## config.mk

```make
export PLATFORM = sky130hd
export DESIGN_NAME = sfd_merge
export DESIGN_NICKNAME = d
export VERILOG_FILES = /design/src/rtl/sfd_merge.sv
export SDC_FILE = /design/constraint.sdc
export NUM_CORES = 1
export LEC_CHECK = 0
export BUFFER_PORTS_ARGS = -buffer_cell sky130_fd_sc_hd__buf_2
export CELL_PAD_IN_SITES_DETAIL_PLACEMENT = 0
export CELL_PAD_IN_SITES_GLOBAL_PLACEMENT = 2
export CORE_MARGIN = 2
export CORE_UTILIZATION = 31
export DETAILED_ROUTE_END_ITERATION = 7
export PLACE_DENSITY = 0.84
export SYNTH_ARGS = -nofsm -noshare
export SYNTH_HDL_FRONTEND = slang
export SYNTH_SLANG_ARGS = --single-unit
```

## constraint.sdc

```tcl
create_clock -name vclk -period 6.6
set_input_delay 0.66 -clock vclk [all_inputs]
set_output_delay 0.66 -clock vclk [all_outputs]
set_load 0.02 [all_outputs]
```

## src/rtl/sfd_merge.sv

```systemverilog
// Merge of the two lanes: normal or ping-pong feedback routing and write saturation.
module sfd_merge #(
  parameter int SAMPLE_BITS = 24
) (
  input  logic                          ping_pong,
  input  logic signed [SAMPLE_BITS-1:0] left_smp,
  input  logic signed [SAMPLE_BITS-1:0] right_smp,
  input  logic signed [SAMPLE_BITS:0]   fb_left,
  input  logic signed [SAMPLE_BITS:0]   fb_right,
  output logic signed [SAMPLE_BITS-1:0] wr_left,
  output logic signed [SAMPLE_BITS-1:0] wr_right
);

  localparam int SB = SAMPLE_BITS;

  logic signed [SB:0]   pair_sum;
  logic signed [SB+1:0] mono;
  logic signed [SB+1:0] sum_l;
  logic signed [SB+1:0] sum_r;

  function automatic logic signed [SB-1:0] sat_smp(input logic signed [SB+1:0] v);
    logic signed [SB-1:0] res;
    if ((&v[SB+1:SB-1]) || !(|v[SB+1:SB-1])) begin
      res = v[SB-1:0];
    end else if (v[SB+1]) begin
      res = {1'b1, {(SB-1){1'b0}}};
    end else begin
      res = {1'b0, {(SB-1){1'b1}}};
    end
    return res;
  endfunction

  always_comb begin
    pair_sum = (SB+1)'(left_smp) + (SB+1)'(right_smp);
    mono     = (SB+2)'(pair_sum >>> 1);
    if (ping_pong) begin
      sum_l = mono + (SB+2)'(fb_right);
      sum_r = (SB+2)'(fb_left);
    end else begin
      sum_l = (SB+2)'(left_smp) + (SB+2)'(fb_left);
      sum_r = (SB+2)'(right_smp) + (SB+2)'(fb_right);
    end
    wr_left  = sat_smp(sum_l);
    wr_right = sat_smp(sum_r);
  end

endmodule

```

==> results_tabular.tex <==
\begin{tabular}{lr}
\hline
Metric & Value \\
\hline
\multicolumn{2}{l}{\textbf{GRT}} \\
Pin count of the biggest net entering global routing & 84 \\
Tot GR Track Use & about a fifth \\
Global-route wire length before repair & 34,800 um \\
GRT Residual Overflow & 0 \\
Antenna violations before repair & 0 \\
Vias in the first global route & around 6,600 \\
\multicolumn{2}{l}{\textbf{Timing}} \\
Final Max Tran Viols & 0 \\
Setup violations, final & 0 \\
Clock period minus final worst setup slack & $\sim$6300 ps \\
Hold slack & 1720 ps \\
Worst-case headroom to the max-slew limit & between 30\% and 40\% \\
Setup WS post-layout & about 270 ps \\
Part of the cycle the worst path needs & $\sim$96\% \\
Number of failing hold endpoints at the final stage & 0 \\
Total negative slack for setup checks & 0 ps \\
Upper clock frequency limit & between 150 and 200 MHz \\
RSZ-0062 raised after global routing & false \\
Worst-margin pin slew & between 900 and 1000 ps \\
\multicolumn{2}{l}{\textbf{Routing}} \\
Average detailed-routed wire length per instance & approximately 19 um \\
Routed wire length & around 22,000 um \\
Number of nets still failing antenna checks after routing & 0 \\
Residual DRC count & 0 \\
Initial drt markers & 309 \\
Via count & a little under 7,000 \\
Vias per cell & between 5 and 6 \\
Pre-antenna DRT Iters & 5 \\
\multicolumn{2}{l}{\textbf{Final layout}} \\
Antenna diode instance count & 0 \\
Most frequent cells in the layout & sky130\_fd\_sc\_hd\_\_buf\_2 (147), sky130\_fd\_sc\_hd\_\_ha\_1 (99), sky130\_fd\_sc\_hd\_\_o21ai\_0 (96) \\
Number of nets at the end of the flow & around 1,200 \\
Core utilization of the finished layout & a little under two fifths \\
Final cell area excluding filler cells & 6800 um\^{}2 \\
Area Growth Syn to Fin & 17.1\% \\
Layout clock buffers & 0 \\
Number of flip-flops and latches & 0 \\
Ratio of cells with drive above 1 in the final layout & between 10\% and 20\% \\
Commonest non-fill, non-tap cell in the layout & sky130\_fd\_sc\_hd\_\_buf\_2 \\
Filler-free cell count of the finished design & about 1,200 \\
Area taken by flip-flops and latches & 0 um\^{}2 \\
\multicolumn{2}{l}{\textbf{Setup path}} \\
Top Family by Delay on Critical Path & compound AO/OA/AOI/OAI gates \\
Arrival time at the worst endpoint & approximately 5700 ps \\
Required @ worst endpoint & roughly 5900 ps \\
Max stage delay cell, worst path & sky130\_fd\_sc\_hd\_\_o41ai\_2 \\
Endpoint kind of the worst setup timing path & output port \\
Critical path's largest stage delay & between 300 and 400 ps \\
Buf+Inv Stages, Crit Path & 2 \\
Startpoint types & input port \\
CP cell instances & buf\_2, ha\_1, nor2b\_1, o21ai\_0, a211oi\_1, nor2\_1, a31oi\_1, o21ai\_1, nand2b\_1, a41oi\_1, xnor2\_1, ha\_1, a21o\_1, a21o\_1, a211oi\_2, nor2\_1, a311oi\_2, mux2i\_1, o22a\_2, o21a\_4, o41ai\_2, buf\_2 \\
Crit Path Class & in2out \\
Max Fanout on Critical Path & 11 \\
\multicolumn{2}{l}{\textbf{Flow run}} \\
Max-capacitance violation count & 0 \\
\multicolumn{2}{l}{\textbf{Floorplan}} \\
Die height & 141 um \\
Ports placed on the boundary & roughly 150 \\
Area of the placeable core & between 15,000 and 20,000 um\^{}2 \\
Area enclosed by the die boundary & 19,800 um\^{}2 \\
Effective utilization at floorplan & 31.4\% \\
Std-Cell Rows & 50 \\
Die X & approximately 140 um \\
\multicolumn{2}{l}{\textbf{Synth}} \\
Syn nets & between 1,000 and 1,500 \\
Count of synthesis-stage warnings from yosys & 0 \\
Area of the mapped netlist & a little under 6000 um\^{}2 \\
Post-Syn Area per Cell & slightly below 7 um\^{}2 \\
Share of the yosys chip area belonging to registers & 0\% \\
Count of different cell masters after synthesis & 70 \\
Gate Count Post-Synth & approximately 850 \\
\multicolumn{2}{l}{\textbf{Placement}} \\
Detailed-placement wirelength estimate & roughly 19,000 um \\
Placed inst area & slightly below 7000 um\^{}2 \\
Port Buf Inserts & about 150 \\
Cell count after placement & 1,205 \\
Setup Slack @ Placement & 212 ps \\
Routability congestion estimate from global placement & 0.869 \\
\multicolumn{2}{l}{\textbf{Power and ir drop}} \\
Post-layout total power & 1.22 mW \\
Pwr per Cell Area & about 180 nW/um\^{}2 \\
Leakage & approximately 3.3 nW \\
IR Drop Worst-Case VDD & 0.0000657 V \\
\multicolumn{2}{l}{\textbf{Clock tree}} \\
Post-cts hold buffer count & 0 \\
Post-CTS Setup Repair Bufs & 0 \\
Post-cts resize count & 0 \\
\multicolumn{2}{l}{\textbf{Worst hold path}} \\
Path class of the lowest-slack min-delay path & in2out \\
\multicolumn{2}{l}{\textbf{Outcome}} \\
Outcome & finished, final reports clean \\
\hline
\end{tabular}
[cell type report]
cell class	count	area, um^2
Fill cell	2118	11700
Inverter	36	135
Multi-Input combinational cell	779	5550
Tap cell	234	293
Timing Repair Buffer	157	823
[Yosys cell counts (4+ instances only)]
master                     instances  share of area, %
sky130_fd_sc_hd__a31oi_1          16               1.7
sky130_fd_sc_hd__a211oi_1         15               1.9
sky130_fd_sc_hd__nand2_1          79               5.1
sky130_fd_sc_hd__xnor2_1          49               7.4
sky130_fd_sc_hd__o31ai_1           4              0.52
sky130_fd_sc_hd__a21o_1           59               7.6
sky130_fd_sc_hd__nor3_1           11              0.95
sky130_fd_sc_hd__buf_2             9              0.78
sky130_fd_sc_hd__nor2b_1           6              0.65
sky130_fd_sc_hd__o21bai_1         10               1.3
sky130_fd_sc_hd__inv_1            36               2.3
sky130_fd_sc_hd__o21a_1           10               1.3
sky130_fd_sc_hd__nand4_1          12               1.3
sky130_fd_sc_hd__o21ai_0          97               8.4
sky130_fd_sc_hd__ha_1             99                21
sky130_fd_sc_hd__clkbuf_1         16               1.0
sky130_fd_sc_hd__nand2b_1         15               1.6
sky130_fd_sc_hd__a21oi_1          87               7.5
sky130_fd_sc_hd__nor2_1           60               3.9
sky130_fd_sc_hd__mux2i_1           8               1.4
sky130_fd_sc_hd__xor2_1           22               3.3
sky130_fd_sc_hd__nor4_1            4              0.43
sky130_fd_sc_hd__o211ai_1         13               1.7
sky130_fd_sc_hd__and2_1            4              0.43
sky130_fd_sc_hd__fa_1              4               1.4
sky130_fd_sc_hd__nand3_1          19               1.6
[worst paths after layout]
kind	from	to	slack (ps)	cells past startpoint
hold / removal	fb_left[24]	wr_right[23]	1720	4
setup / recovery	left_smp[2]	wr_left[21]	270	22
[per-layer routing]
metal  share of wire (%)  global-route usage [%]
met1                  47                    29.4
met2                  47                    37.5
met3                 3.8                    1.53
met4                 1.8                    3.21
met5                   0                       0
[report_power, final]
group / leakage [nW] / switching (mW) / internal, mW / total (mW)
combinational: 3.27 / 0.745 / 0.478 / 1.22
clock: 0 / 0 / 0 / 0
sequential: 0 / 0 / 0 / 0
[cells by family (layout without fill, tap and decap cells)]
logic type               count (synthesis)  count (layout)  synth area share, %
multiplexers                            10              10                 1.77
AND/OR/NAND/NOR                        227             227                 18.2
buffers and inverters                   67             193                 4.85
AO/OA/AOI/OAI                          367             368                 41.8
adder cells (fa/ha/maj)                103             103                 22.7
XOR/XNOR                                71              71                 10.7
Power figures use the tool's default switching activity.
